**src/rtl/mvd_pkg.sv**
```systemverilog
// Shared types, opcode patterns and helpers for the MOV instruction decoder.
package mvd_pkg;

  localparam logic [5:0] OPC_RM_REG  = 6'b100010;
  localparam logic [3:0] OPC_IMM_REG = 4'b1011;
  localparam logic [6:0] OPC_IMM_RM  = 7'b1100011;
  localparam logic [6:0] OPC_MEM_ACC = 7'b1010000;
  localparam logic [6:0] OPC_ACC_MEM = 7'b1010001;

  localparam logic [2:0] RM_DIRECT = 3'b110;
  localparam logic [1:0] MOD_REG   = 2'b11;
  localparam logic [1:0] MOD_DISP8  = 2'b01;
  localparam logic [1:0] MOD_DISP16 = 2'b10;
  localparam logic [1:0] MOD_MEM    = 2'b00;
  localparam logic [2:0] REG_ACC    = 3'b000;

  localparam logic [2:0] FORM_RM_REG  = 3'd0;
  localparam logic [2:0] FORM_IMM_REG = 3'd1;
  localparam logic [2:0] FORM_IMM_RM  = 3'd2;
  localparam logic [2:0] FORM_MEM_ACC = 3'd3;
  localparam logic [2:0] FORM_ACC_MEM = 3'd4;

  localparam int QDEPTH = 2;
  localparam int QPTR_W = $clog2(QDEPTH);
  localparam int QCNT_W = $clog2(QDEPTH + 1);

  typedef struct packed {
    logic [2:0]  form;
    logic        to_reg;
    logic        wide;
    logic [1:0]  mode;
    logic [2:0]  reg_field;
    logic [2:0]  rm_field;
    logic [15:0] displacement;
    logic [15:0] immediate;
  } rec_t;

  typedef struct packed {
    logic full;
    logic empty;
  } q_stat_t;

  function automatic logic [1:0] disp_size(input logic [1:0] md, input logic [2:0] rm);
    logic [1:0] n;
    n = 2'd0;
    if (md == MOD_DISP8) n = 2'd1;
    else if (md == MOD_DISP16) n = 2'd2;
    else if (md == MOD_MEM && rm == RM_DIRECT) n = 2'd2;
    return n;
  endfunction

endpackage

```
**src/rtl/mvd_front.sv**
```systemverilog
// Front end: takes code bytes, recognizes opcodes and assembles decoded records.
module mvd_front (
  input  logic            clk,
  input  logic            rst,
  input  logic            in_valid,
  input  logic [7:0]      in_data,
  output logic            in_ready,
  input  mvd_pkg::q_stat_t q_stat,
  output logic            push,
  output mvd_pkg::rec_t   push_rec
);

  localparam logic [2:0] PH_IDLE    = 3'd0;
  localparam logic [2:0] PH_MODRM   = 3'd1;
  localparam logic [2:0] PH_DISP_LO = 3'd2;
  localparam logic [2:0] PH_DISP_HI = 3'd3;
  localparam logic [2:0] PH_IMM_LO  = 3'd4;
  localparam logic [2:0] PH_IMM_HI  = 3'd5;

  logic [2:0]    phase, phase_next;
  logic [2:0]    left, left_next;
  mvd_pkg::rec_t rec, rec_next;
  logic [1:0]    dn;
  logic          done;

  assign in_ready = !q_stat.full;

  always_comb begin
    phase_next = phase;
    left_next  = left;
    rec_next   = rec;
    done       = 1'b0;
    dn         = mvd_pkg::disp_size(in_data[7:6], in_data[2:0]);
    if (in_valid && in_ready) begin
      if (phase == PH_IDLE) begin
        if (in_data[7:2] == mvd_pkg::OPC_RM_REG) begin
          rec_next        = '0;
          rec_next.form   = mvd_pkg::FORM_RM_REG;
          rec_next.to_reg = in_data[1];
          rec_next.wide   = in_data[0];
          phase_next      = PH_MODRM;
          left_next       = 3'd1;
        end else if (in_data[7:4] == mvd_pkg::OPC_IMM_REG) begin
          rec_next           = '0;
          rec_next.form      = mvd_pkg::FORM_IMM_REG;
          rec_next.to_reg    = 1'b1;
          rec_next.wide      = in_data[3];
          rec_next.mode      = mvd_pkg::MOD_REG;
          rec_next.reg_field = in_data[2:0];
          phase_next         = PH_IMM_LO;
          left_next          = 3'd1 + {2'b00, in_data[3]};
        end else if (in_data[7:1] == mvd_pkg::OPC_IMM_RM) begin
          rec_next      = '0;
          rec_next.form = mvd_pkg::FORM_IMM_RM;
          rec_next.wide = in_data[0];
          phase_next    = PH_MODRM;
          left_next     = 3'd1;
        end else if (in_data[7:1] == mvd_pkg::OPC_MEM_ACC ||
                     in_data[7:1] == mvd_pkg::OPC_ACC_MEM) begin
          rec_next          = '0;
          rec_next.form     = (in_data[7:1] == mvd_pkg::OPC_MEM_ACC) ?
                              mvd_pkg::FORM_MEM_ACC : mvd_pkg::FORM_ACC_MEM;
          rec_next.to_reg   = (in_data[7:1] == mvd_pkg::OPC_MEM_ACC);
          rec_next.wide     = in_data[0];
          rec_next.mode     = mvd_pkg::MOD_MEM;
          rec_next.reg_field = mvd_pkg::REG_ACC;
          rec_next.rm_field = mvd_pkg::RM_DIRECT;
          phase_next        = PH_DISP_LO;
          left_next         = 3'd2;
        end
      end else begin
        left_next = left - 3'd1;
        unique case (phase)
          PH_MODRM: begin
            rec_next.mode      = in_data[7:6];
            rec_next.reg_field = in_data[5:3];
            rec_next.rm_field  = in_data[2:0];
            left_next = {1'b0, dn} + ((rec.form == mvd_pkg::FORM_IMM_RM) ?
                                      (3'd1 + {2'b00, rec.wide}) : 3'd0);
            phase_next = (dn != 2'd0) ? PH_DISP_LO : PH_IMM_LO;
          end
          PH_DISP_LO: begin
            if (rec.mode == mvd_pkg::MOD_DISP8) begin
              rec_next.displacement = {{8{in_data[7]}}, in_data};
              phase_next = PH_IMM_LO;
            end else begin
              rec_next.displacement = {8'h00, in_data};
              phase_next = PH_DISP_HI;
            end
          end
          PH_DISP_HI: begin
            rec_next.displacement[15:8] = in_data;
            phase_next = PH_IMM_LO;
          end
          PH_IMM_LO: begin
            rec_next.immediate = {8'h00, in_data};
            phase_next = PH_IMM_HI;
          end
          default: begin
            rec_next.immediate[15:8] = in_data;
            phase_next = PH_IDLE;
          end
        endcase
        if (left_next == 3'd0) begin
          phase_next = PH_IDLE;
          done       = 1'b1;
        end
      end
    end
  end

  always_ff @(posedge clk) begin
    if (rst) begin
      phase <= PH_IDLE;
      left  <= 3'd0;
    end else begin
      phase <= phase_next;
      left  <= left_next;
    end
    rec <= rec_next;
  end

  assign push     = done;
  assign push_rec = rec_next;

endmodule

```
**src/rtl/mvd_fifo.sv**
```systemverilog
// Short register queue of decoded records between the front and back ends.
module mvd_fifo (
  input  logic             clk,
  input  logic             rst,
  input  logic             push,
  input  mvd_pkg::rec_t    push_rec,
  input  logic             pop,
  output mvd_pkg::rec_t    pop_rec,
  output mvd_pkg::q_stat_t stat
);

  mvd_pkg::rec_t                 entries [mvd_pkg::QDEPTH];
  logic [mvd_pkg::QPTR_W-1:0]    wr_ptr, rd_ptr;
  logic [mvd_pkg::QCNT_W-1:0]    count;
  logic                          do_push, do_pop;

  assign stat.full  = (count == mvd_pkg::QCNT_W'(mvd_pkg::QDEPTH));
  assign stat.empty = (count == '0);
  assign do_push    = push && !stat.full;
  assign do_pop     = pop && !stat.empty;
  assign pop_rec    = entries[rd_ptr];

  always_ff @(posedge clk) begin
    if (rst) begin
      wr_ptr <= '0;
      rd_ptr <= '0;
      count  <= '0;
    end else begin
      if (do_push) begin
        wr_ptr <= (wr_ptr == mvd_pkg::QPTR_W'(mvd_pkg::QDEPTH - 1)) ? '0 : wr_ptr + 1'b1;
      end
      if (do_pop) begin
        rd_ptr <= (rd_ptr == mvd_pkg::QPTR_W'(mvd_pkg::QDEPTH - 1)) ? '0 : rd_ptr + 1'b1;
      end
      if (do_push && !do_pop) begin
        count <= count + 1'b1;
      end else if (do_pop && !do_push) begin
        count <= count - 1'b1;
      end
    end
    if (do_push) begin
      entries[wr_ptr] <= push_rec;
    end
  end

endmodule

```
**src/rtl/mvd_back.sv**
```systemverilog
// Back end: computes the instruction length and holds the result for the output side.
module mvd_back (
  input  logic             clk,
  input  logic             rst,
  input  mvd_pkg::rec_t    q_rec,
  input  mvd_pkg::q_stat_t q_stat,
  output logic             pop,
  output logic             out_valid,
  input  logic             out_ready,
  output mvd_pkg::rec_t    out_rec,
  output logic [2:0]       out_len
);

  logic [2:0] len_calc;
  logic [2:0] dlen;

  assign pop  = !q_stat.empty && (!out_valid || out_ready);
  assign dlen = {1'b0, mvd_pkg::disp_size(q_rec.mode, q_rec.rm_field)};

  always_comb begin
    case (q_rec.form)
      mvd_pkg::FORM_RM_REG:  len_calc = 3'd2 + dlen;
      mvd_pkg::FORM_IMM_REG: len_calc = 3'd2 + {2'b00, q_rec.wide};
      mvd_pkg::FORM_IMM_RM:  len_calc = 3'd3 + dlen + {2'b00, q_rec.wide};
      default:               len_calc = 3'd3;
    endcase
  end

  always_ff @(posedge clk) begin
    if (rst) begin
      out_valid <= 1'b0;
    end else if (pop) begin
      out_valid <= 1'b1;
    end else if (out_ready) begin
      out_valid <= 1'b0;
    end
    if (pop) begin
      out_rec <= q_rec;
      out_len <= len_calc;
    end
  end

endmodule

```
**src/rtl/x86_mov_instruction_decoder.sv**
```systemverilog
// Top level of the 16-bit x86 MOV instruction decoder.
// The decoder takes one code byte per cycle and emits one record per recognized MOV
// instruction; unknown opcode bytes are dropped. The record of an instruction is written
// into a two-entry queue at the edge that takes its last byte and moves from the queue into
// the output register when that register is empty or its result is being taken. The
// queue parts the front end from the output, so the input keeps taking bytes while a
// result waits to be taken; the input stalls only when that queue is full.
module x86_mov_instruction_decoder (
  input  logic        clk,
  input  logic        rst,
  input  logic        s_tvalid,
  output logic        s_tready,
  input  logic [7:0]  s_tdata,   // byte_in
  output logic        m_tvalid,
  input  logic        m_tready,
  // to_reg, wide, mode[1:0], reg_field[2:0], rm_field[2:0], displacement[15:0],
  // immediate[15:0], length[2:0], zero fill
  output logic [47:0] m_tdata,
  output logic [2:0]  m_tuser    // form
);

  mvd_pkg::q_stat_t q_stat;
  mvd_pkg::rec_t    push_rec, q_rec, out_rec;
  logic             push, pop;
  logic [2:0]       out_len;

  mvd_front u_front (
    .clk      (clk),
    .rst      (rst),
    .in_valid (s_tvalid),
    .in_data  (s_tdata),
    .in_ready (s_tready),
    .q_stat   (q_stat),
    .push     (push),
    .push_rec (push_rec)
  );

  mvd_fifo u_fifo (
    .clk      (clk),
    .rst      (rst),
    .push     (push),
    .push_rec (push_rec),
    .pop      (pop),
    .pop_rec  (q_rec),
    .stat     (q_stat)
  );

  mvd_back u_back (
    .clk       (clk),
    .rst       (rst),
    .q_rec     (q_rec),
    .q_stat    (q_stat),
    .pop       (pop),
    .out_valid (m_tvalid),
    .out_ready (m_tready),
    .out_rec   (out_rec),
    .out_len   (out_len)
  );

  assign m_tuser = out_rec.form;
  assign m_tdata = {3'b000, out_len, out_rec.immediate, out_rec.displacement,
                    out_rec.rm_field, out_rec.reg_field, out_rec.mode,
                    out_rec.wide, out_rec.to_reg};

  a_len_range: assert property (@(posedge clk) disable iff (rst)
    m_tvalid |-> (out_len != 3'd0 && out_len != 3'd7))
    else $error("Decoded length out of range.");

  a_no_push_full: assert property (@(posedge clk) disable iff (rst)
    push |-> !q_stat.full)
    else $error("Record pushed into a full queue.");

  a_imm_reg: assert property (@(posedge clk) disable iff (rst)
    (m_tvalid && out_rec.form == mvd_pkg::FORM_IMM_REG) |->
      (out_rec.mode == mvd_pkg::MOD_REG && out_rec.to_reg && out_rec.displacement == 16'h0))
    else $error("Immediate-to-register record has memory fields.");

  a_acc: assert property (@(posedge clk) disable iff (rst)
    (m_tvalid && (out_rec.form == mvd_pkg::FORM_MEM_ACC ||
                  out_rec.form == mvd_pkg::FORM_ACC_MEM)) |->
      (out_rec.rm_field == mvd_pkg::RM_DIRECT && out_rec.mode == mvd_pkg::MOD_MEM &&
       out_len == 3'd3))
    else $error("Accumulator record has wrong addressing fields.");

endmodule
```
**config.mk**
```make
export PLATFORM = sky130hd
export DESIGN_NAME = x86_mov_instruction_decoder
export DESIGN_NICKNAME = d
export VERILOG_FILES = /design/src/rtl/mvd_pkg.sv /design/src/rtl/mvd_front.sv /design/src/rtl/mvd_fifo.sv /design/src/rtl/mvd_back.sv /design/src/rtl/x86_mov_instruction_decoder.sv
export SDC_FILE = /design/constraint.sdc
export NUM_CORES = 1
export LEC_CHECK = 0
export ABC_CLOCK_PERIOD_IN_PS = 9900
export BUFFER_PORTS_ARGS = -buffer_cell sky130_fd_sc_hd__buf_4
export CAP_MARGIN = 20
export CORE_ASPECT_RATIO = 1.25
export CORE_UTILIZATION = 40
export CTS_CLUSTER_DIAMETER = 30
export DETAILED_ROUTE_END_ITERATION = 8
export PLACE_DENSITY_LB_ADDON = 0.05
export SLEW_MARGIN = 10
export SYNTH_ARGS = -nofsm -noshare
export SYNTH_HDL_FRONTEND = slang
export SYNTH_SLANG_ARGS = --single-unit
```
**constraint.sdc**
```tcl
create_clock -name clk -period 9.9 [get_ports clk]
set_input_delay 0.495 -clock clk [delete_from_list [all_inputs] [get_ports clk]]
set_output_delay 0.495 -clock clk [all_outputs]
set_load 0.01 [all_outputs]
```
## Yosys cells after proc, flatten, opt, wreduce, memory -nomap -nowiden

Memories as Yosys holds them, arrays and structs flattened. A register that Yosys moved wholly into a read port is not among the register bits.
Cells that the tools add are included.

- Register bits after elaboration: 104
- Bits in writable memories: 90
- Memories: 1
- Word-level logic and storage cells: 133
- Output and inout port bits: 53
- Input bits: 12

Memories:

| memory | words | width | rd ports | clocked after Yosys merged registers in | wr ports | RTL line | text |
|---|---|---|---|---|---|---|---|
| u_fifo.entries | 2 | 45 | 1 | 1 | 1 | mvd_fifo.sv:12 | `mvd_pkg::rec_t entries [mvd_pkg::QDEPTH];` |

- Add/subtract/negate cells: 12
- Reductions and logical operators: 26
- Mux-type cells: 50
- Equality and inequality tests: 21

Operator list:

| cell | number |
|---|---|
| 45-bit two-way mux | 5 |
| 3-bit two-way mux | 16 |
| 40-bit two-way mux | 1 |
| 8-bit one-hot mux with 2 select lines | 2 |
| 8-bit two-way mux | 3 |
| 7-bit == test, second input constant | 3 |
| 16-bit two-way mux | 1 |
| 2-bit two-way mux | 8 |
| 3-bit by 2-bit == test with 1-bit output, second input constant | 4 |
| 3-bit one-hot mux with 4 select lines | 1 |
| 1-bit two-way mux | 11 |
| 3-bit == test, second input constant | 3 |
| 3-bit zero test | 3 |
| 3-bit one-hot mux with 3 select lines | 1 |
| 1-bit logical AND | 8 |
| 2-bit by 2-bit adder with 3-bit output, first input constant | 2 |
| 2-bit by 1-bit == test with 1-bit output, second input constant | 3 |
| 2-bit == test, second input constant | 3 |
| 3-bit by 1-bit == test with 1-bit output, second input constant | 2 |
| 6-bit == test, second input constant | 1 |
| 2-bit zero test | 3 |
| 2-bit nonzero test | 3 |
| 1-bit zero test | 5 |
| 5-bit two-way mux | 1 |
| 13 further kinds | 16 |

## Depth between registers and ports, before layout

Gate-level depths: netlist (run 1).

- Word-level depth: 18
- Depth in mapped cells: 12

## Modules after synthesis

From an unflattened synthesis (run 1), not the netlist that was laid out.

- Cells, all modules: 507
- Area total of the unflattened synthesis: 7,543.5 µm²

Modules (own cells, without submodules):

| module | seq. area each (µm²) | cells each | instances | area an instance (µm²) |
|---|---|---|---|---|
| mvd_fifo | 2,802.7 | 165 | 1 | 3,452.1 |
| mvd_front | 1,021.0 | 270 | 1 | 2,463.6 |
| mvd_back | 1,461.4 | 68 | 1 | 1,601.5 |
| x86_mov_instruction_decoder | 0.0 | 4 | 1 | 26.3 |

## Worst setup path after synthesis (run 1)

OpenSTA, ideal clock, no wires.

- Path kind: in2reg
- Start: input s_tdata[1]
- End: memory u_fifo.entries[0][0] (netlist bit), enable pin
- Cell stages on the path: 9
- Slack: 5.131 ns
- Data required time: 9.447 ns
- Arrival: 4.316 ns
- Path buffers: 1
- Library setup time: 0.453 ns
- Cells stage by stage: clkbuf_1 > and3b_1 > nor2_1 > nor2_1 > fa_1 > or2_2 > mux2i_1 > and4_1 > nor2b_1

- Longest elaborated chain between the ends: 16

Ends and longest elaborated chain:

| element | RTL line | text |
|---|---|---|
| from (decl) | x86_mov_instruction_decoder.sv:13 | `input logic [7:0] s_tdata,` |
| 3-bit == test | mvd_pkg.sv:48 | `else if (md == MOD_MEM && rm == RM_DIRECT) n = 2'd2;` |
| 1-bit logical AND | mvd_pkg.sv:48 |  |
| 2-bit two-way mux | mvd_pkg.sv:48 |  |
| 2-bit two-way mux | mvd_pkg.sv:47 | `else if (md == MOD_DISP16) n = 2'd2;` |
| 2-bit two-way mux | mvd_pkg.sv:46 | `if (md == MOD_DISP8) n = 2'd1;` |
| 2-bit by 3-bit adder with 3-bit output | mvd_front.sv:78 | `left_next = {1'b0, dn} + ((rec.form == mvd_pkg::FORM_IMM_RM) ?` |
| 3-bit two-way mux | mvd_front.sv:73 | `unique case (phase)` |
| 3-bit two-way mux | mvd_front.sv:35 | `if (phase == PH_IDLE) begin` |
| 3-bit two-way mux | mvd_front.sv:34 | `if (in_valid && in_ready) begin` |
| 3-bit zero test | mvd_front.sv:104 | `if (left_next == 3'd0) begin` |
| 1-bit two-way mux | mvd_front.sv:104 |  |
| 1-bit two-way mux | mvd_front.sv:35 |  |
| 1-bit two-way mux | mvd_front.sv:34 |  |
| 1-bit logical AND | mvd_fifo.sv:19 | `assign do_push = push && !stat.full;` |
| 1-bit two-way mux | mvd_fifo.sv:41 | `if (do_push) begin` |
| 1-bit two-way mux (implied by the code) | mvd_fifo.sv:42 | `entries[wr_ptr] <= push_rec;` |
| to (decl) | mvd_fifo.sv:12 |  |

No other way between the ends. The select of a mux whose other input is x is not followed.

## Final worst setup path (run 1)

- Start: register u_front.rec[42] (netlist bit)
- End: memory u_fifo.entries[1][22] (netlist bit), enable pin

- Longest elaborated chain between the ends: 13

Ends and longest elaborated chain:

| element | RTL line | text |
|---|---|---|
| from (decl) | mvd_front.sv:22 | `mvd_pkg::rec_t rec, rec_next;` |
| from (signal assigned) | mvd_front.sv:120 | `rec <= rec_next;` |
| 3-bit by 2-bit == test with 1-bit output | mvd_front.sv:78 |  |
| 3-bit two-way mux | mvd_front.sv:78 |  |
| 2-bit by 3-bit adder with 3-bit output | mvd_front.sv:78 |  |
| 3-bit two-way mux | mvd_front.sv:73 |  |
| 3-bit two-way mux | mvd_front.sv:35 |  |
| 3-bit two-way mux | mvd_front.sv:34 |  |
| 3-bit zero test | mvd_front.sv:104 |  |
| 1-bit two-way mux | mvd_front.sv:104 |  |
| 1-bit two-way mux | mvd_front.sv:35 |  |
| 1-bit two-way mux | mvd_front.sv:34 |  |
| 1-bit logical AND | mvd_fifo.sv:19 |  |
| 1-bit two-way mux | mvd_fifo.sv:41 |  |
| 1-bit two-way mux (implied by the code) | mvd_fifo.sv:42 |  |

No other way between the ends. The select of a mux whose other input is x is not followed.

==> results.toml, run 1 <==
[run_status]
status = "completed"

[clocking]
clk_pin_slew_ps = 70
clock_latency_ps = 430
hold_buffers = 0
clock-root-buffer = "clkbuf_16"
post_cts_buffers = 0
clk_path_buf_depth = 2
cts-buffers-inserted = 17
post_cts_resized = 0
cts_tree = "done"
htreeDepth = 4
cts_sinks = 195

[setup_path]
startpoint_type = "register"
crit_type = "reg -> reg"
cp_max_fo = 26
end_kind = "register"
crit_arrival_ps = 3490
cp.required_ps = 10040

[yosys]
ys_seq_elements = 195
synthTopCellsByArea = "edfxtp_1, dfxtp_1, mux2_2"
ys_seq_area_share_pct = 71.21
synth_edf_count = 138
syn_avg_cell_area_um2 = 14.93
synth_largest_area_cell = "edfxtp_1"
ys_types = 65
syn_area_mm2 = 0.007422
ys_async_sr_fraction_pct = 0
synthFlopType = "edfxtp_1"
syn_inst = 497
yosys_warnings = 0
synth_top_area_share_pct = 55.83

[timing]
fin_crit_ps = 3353
finalCritPeriodShare_pct = 33.87
rsz0062_at_grt = "false"
slew_violations = 0
tightest_slew_ps = 1081
fmax_mhz = 298.3
hold_viol_final = 0
finalSetupViolCount = 0
finalSetupTns_ps = 0
skew_ps = 7.851
slew_headroom_pct = 27.35
timing.hold.ws_ps = 335.9

[floorplanning]
die_area_mm2 = 0.01911
placementRows = 55
fp.dieW_um = 123.8
start_util_pct = 40.85
die_h_um = 154.3
io_pins = 65
coreArea_mm2 = 0.01817

[cells_and_area]
register_area_mm2 = 0.005286
most-common-layout-cells = "edfxtp_1, buf_4, dfxtp_1"
final_core_util_pct = 47.97
area_delta_synth_final_pct = 17.41
multi_input_area_mm2 = 0.001974
final_common_cell = "edfxtp_1"
fin_area_mm2 = 0.008715
n_fill_cell = 1624
final_layout_size_suffix_gt1_share_pct = 28.55
nets = 576
diodes = 0

[global_route]
track_usage_pct = 16.82
grt_pass1_wl_um = 23530
grt_antenna_before_repair = 0
grt_max_degree = 50
grt_pass1_vias = 4143
grt_overflow = 0

[drt]
wl_um = 14750
wl_per_cell_um = 18.46
drt_pass1_iterations = 4
drtIter0Drc = 342
vias = 4136
drc = 0
vias_per_cell = 5.176
antenna_left = 0

[pwr]
power_w = 0.002532
power.density_mw_per_mm2 = 290.6
ir_worst_vdd_mv = 0.1850
leakage_nw = 3.030

[placed_design]
post_dp_cell_area_mm2 = 0.008107
dp_hpwl_um = 9239
io_buffers = 61
gp_congestion = 0.8667

[min_path]
hold_path_class = "in -> reg"

[run]
cap_violations = 0
==> power by group <==
part	internal, W	leakage, nW	total [W]	switching (W)
clock network	0.000389	0.287	0.000684	0.000294
logic	0.000279	0.999	0.000670	0.000391
registers	0.00111	1.74	0.00118	0.0000703
total	0.00178	3.03	0.00253	0.000756
==> routing by layer <==
layer	vias up	global-route usage, %	routed length (um)
li1	2004	-	-
met1	2011	22.68	6738
met2	107	26.30	7209
met3	14	3.577	564
met4	0	6.598	233
met5	-	0	0
==> critical path, cell delays in order (launching register included) <==
cell	delay, ps
dfxtp_1	330
nor4b_1	330
ha_1	220
fa_1	450
or2_2	310
mux2i_1	180
and4_1	310
and2_2	680
buf_16	240
==> cell type report <==
class	count	area share, %
repair buffers	66	6.059
clock buffers	22	5.327
clock inverters	10	1.421
flip-flops and latches	195	60.66
multi-input cells	264	22.66
inverters	14	0.6030
well taps	228	3.274
==> metrics by stage <==
stage / cells / setup WS [ps]
CTS: 798 / 6493
finish: 799 / 6547
global placement: 765 / 6124
global route: 799 / 6293
floorplan: 499 / 5131
detailed placement: 766 / 6253
==> Yosys cell counts, drive strengths merged (2+ instances only) <==
cell / n
and3: 3
o41ai: 2
inv: 14
edfxtp: 138
nand3: 2
nand2b: 4
a22o: 18
ha: 5
xor2: 3
o21bai: 2
and2: 3
buf: 12
o22ai: 2
a21oi: 23
mux2i: 4
nor3b: 3
nand2: 16
nor4: 2
or3: 5
nor2b: 3
nand3b: 3
clkbuf: 14
nor3: 11
xnor2: 2
a221o: 2
or4b: 2
or2: 4
a22oi: 6
a311oi: 2
mux2: 44
dfxtp: 57
o21ai: 24
a211oi: 3
or3b: 2
nor2: 30
o2bb2ai: 12
==> cells by family (layout without fill, tap and decap cells) <==
family / after synthesis / in the layout / share of synthesized area [%]
compound gates: 104 / 104 / 10.08
xor+xnor: 5 / 5 / 0.5901
fa+ha+maj: 6 / 6 / 1.113
buf+inv: 40 / 112 / 2.411
flops: 195 / 195 / 71.21
mux: 48 / 48 / 7.215
other cells: 1 / 3 / 0.05052
simple gates: 98 / 98 / 7.333
==> worst paths after layout <==
path / slack, ps / start / to / cells after the start
hold reg to reg: 480 / u_front.rec[10] / u_front.rec[10] / 1
hold / removal: 340 / rst / u_fifo.wr_ptr / 2
setup reg to reg: 6550 / u_front.rec[42] / u_fifo.entries[1][22] / 8
setup / recovery: 6550 / u_front.rec[42] / u_fifo.entries[1][22] / 8
==> flip-flops by register name, summed over array words and instances, names as in the netlist, named ones only <==
signal            count
u_back.out_len        3
u_back.out_rec       45
u_back.out_valid      1
u_fifo.count          2
u_fifo.entries       90
u_fifo.rd_ptr         1
u_fifo.wr_ptr         1
u_front.left          3
u_front.phase         3
u_front.rec          45
No activity file was read; power rests on OpenSTA's default activity.
==> inputs of run 2 (changes only) <==
Settings changed: ABC_CLOCK_PERIOD_IN_PS 9900 to 2800.
Clock period 9.9 ns to 2.8 ns, I/O delays scaled along.
==> run 2 against run 1 <==
Core utilization is 1.6 points higher. Via count up 3.0%. Combinational power rose to 3.8 times the previous value. Die area unchanged. Setup slack worse by 6500 ps. Critical path type unchanged.
==> results.toml, run 2 (synthesis results as in run 1) <==
[run_status]
status = "completed"

[cells_and_area]
most-common-layout-cells = "edfxtp_1, buf_4, dfxtp_1"
final_layout_size_suffix_gt1_share_pct = 32.49
largest_register_ffs = 90
largest_register = "u_fifo.entries"
area_delta_synth_final_pct = 21.38
reg.largest.list = "u_fifo.entries (90), u_back.out_rec (45), u_front.rec (45)"
diodes = 0
final_common_cell = "edfxtp_1"
nets = 599

[global_route]
grt_max_degree = 35
grt_antenna_before_repair = 0
grt_pass1_wl_um = 24100
grt_pass1_vias = 4374
grt_overflow = 0
track_usage_pct = 17.15

[timing]
tightest_slew_ps = 899.0
fin_crit_ps = 2742
hold_viol_final = 0
slew_violations = 0
fmax_mhz = 364.7
finalSetupTns_ps = 0
slew_headroom_pct = 39.41
rsz0062_at_grt = "true"
finalSetupViolCount = 0
finalCritPeriodShare_pct = 97.93
skew_ps = 14.49
timing.hold.ws_ps = 99.85

[min_path]
hold_start = "s_tdata[7]"
hold_path_class = "in -> reg"
hold_depth = 2
min_to = "u_front.rec[7]"

[setup_path]
end_kind = "register"
cp_max_fo = 4
path_cells = "nor4b_4, ha_2, fa_1, or2_4, mux2i_1, and4_4, ha_4, xor2_1, or3_1, a21oi_2"
reg2reg_depth = 10
startpoint_type = "register"
cpMaxStageDelayCell = "fa_1"
max_stage_delay_ps = 440
r2r-start = "u_front.rec[40]"
cp.required_ps = 3170
crit_arrival_ps = 3110
r2r-end = "u_fifo.count[1]"
r2r_slack_ps = 60
crit_type = "reg -> reg"

[placed_design]
gp_congestion = 0.8373
dp_hpwl_um = 10150
io_buffers = 61

[floorplanning]
io_pins = 65
start_util_pct = 40.85
placementRows = 55
fp.dieW_um = 123.8
die_area_mm2 = 0.01911
die_h_um = 154.3
coreArea_mm2 = 0.01817

[drt]
wl_per_cell_um = 18.22
drc = 0
wl_um = 14980
drtIter0Drc = 339
vias = 4260
drt_pass1_iterations = 4
antenna_left = 0
vias_per_cell = 5.182

[pwr]
ir_worst_vdd_mv = 0.5962
power.density_mw_per_mm2 = 1014
leakage_nw = 3.165

[clocking]
cts-buffers-inserted = 17
clk_pin_slew_ps = 70
htreeDepth = 4
cts_tree = "done"
clk_path_buf_depth = 2
clock_latency_ps = 430
cts_sinks = 195
clock-root-buffer = "clkbuf_16"

[run]
cap_violations = 0
run 2: cell types whose count changed in the layout (fill, tap and decap cells not counted), sizes merged:
cell / before / now
buf: 66 / 86
clkbuf: 22 / 19
dlygate4sd3: 0 / 3
inv: 17 / 19
clkinvlp: 1 / 2
run 2: critical path, delay by kind of cell, from the launching register on:
family                     cells  cell delay (ps)
and+or+nand+nor                4             1180
muxes                          1              180
adders and majority gates      3              790
AOI/OAI and AO/OA              1              120
xor gates and xnor gates       1               70
DFF                            1              360
run 2: routing by layer:
metal | vias up | track usage, % | wire length, um
li1 | 2048 | - | -
met1 | 2104 | 22.34 | 6907
met2 | 83 | 26.96 | 7282
met3 | 25 | 4.572 | 494
met4 | 0 | 6.827 | 294
met5 | - | 0 | 0
run 2: worst max-delay path by stage:
stage                    start                   end  slack, ps  depth (start not counted)
2_1_floorplan  u_front.rec[40]  u_fifo.entries[0][0]       -210                          7
3_3_place_gp   u_front.rec[40]       u_fifo.count[1]         20                          9
3_5_place_dp   u_front.rec[40]       u_fifo.count[1]        -30                          9
4_1_cts        u_front.rec[40]       u_fifo.count[1]         10                          9
5_1_grt        u_front.rec[40]       u_fifo.count[1]        -30                         10
6_report       u_front.rec[40]       u_fifo.count[1]         60                         10
run 2: power breakdown:
part	internal (W)	leakage, nW	total [W]	switching, W
registers	0.00392	1.74	0.00416	0.000237
logic	0.00109	1.13	0.00253	0.00145
clock network	0.00136	0.286	0.00244	0.00108
run 2: cell type report:
cell class / count / area [um^2]
multi-input cells: 264 / 2036
flip-flops and latches: 195 / 5291
well taps: 228 / 285.3
repair buffers: 89 / 750.7
inverters: 14 / 52.55
fillers: 1592 / 9159
clock inverters: 13 / 150.1
clock buffers: 19 / 442.9
run 2: repair_timing:
action                     in CTS  in global routing
setup endpoints to repair       1                 85
setup buffers                   0                  2
pin swaps                       0                  4
hold endpoints to repair        9                  0
resized for setup               3                  7
hold buffers                    3                  0
run 2: stage by stage:
step	setup slack, ps	utilization, %	std cells	total power [W]	cell area [um^2]
after floorplan	-205.7	-	499	0.005727	7451
after global placement	19.78	45.82	785	0.006673	8324
after detailed placement	-33.39	45.82	785	0.006704	8324
after CTS	11.35	49.31	820	0.009181	8959
after global routing	-33.85	49.59	822	0.009680	9009
final	58.04	49.59	822	0.009133	9009
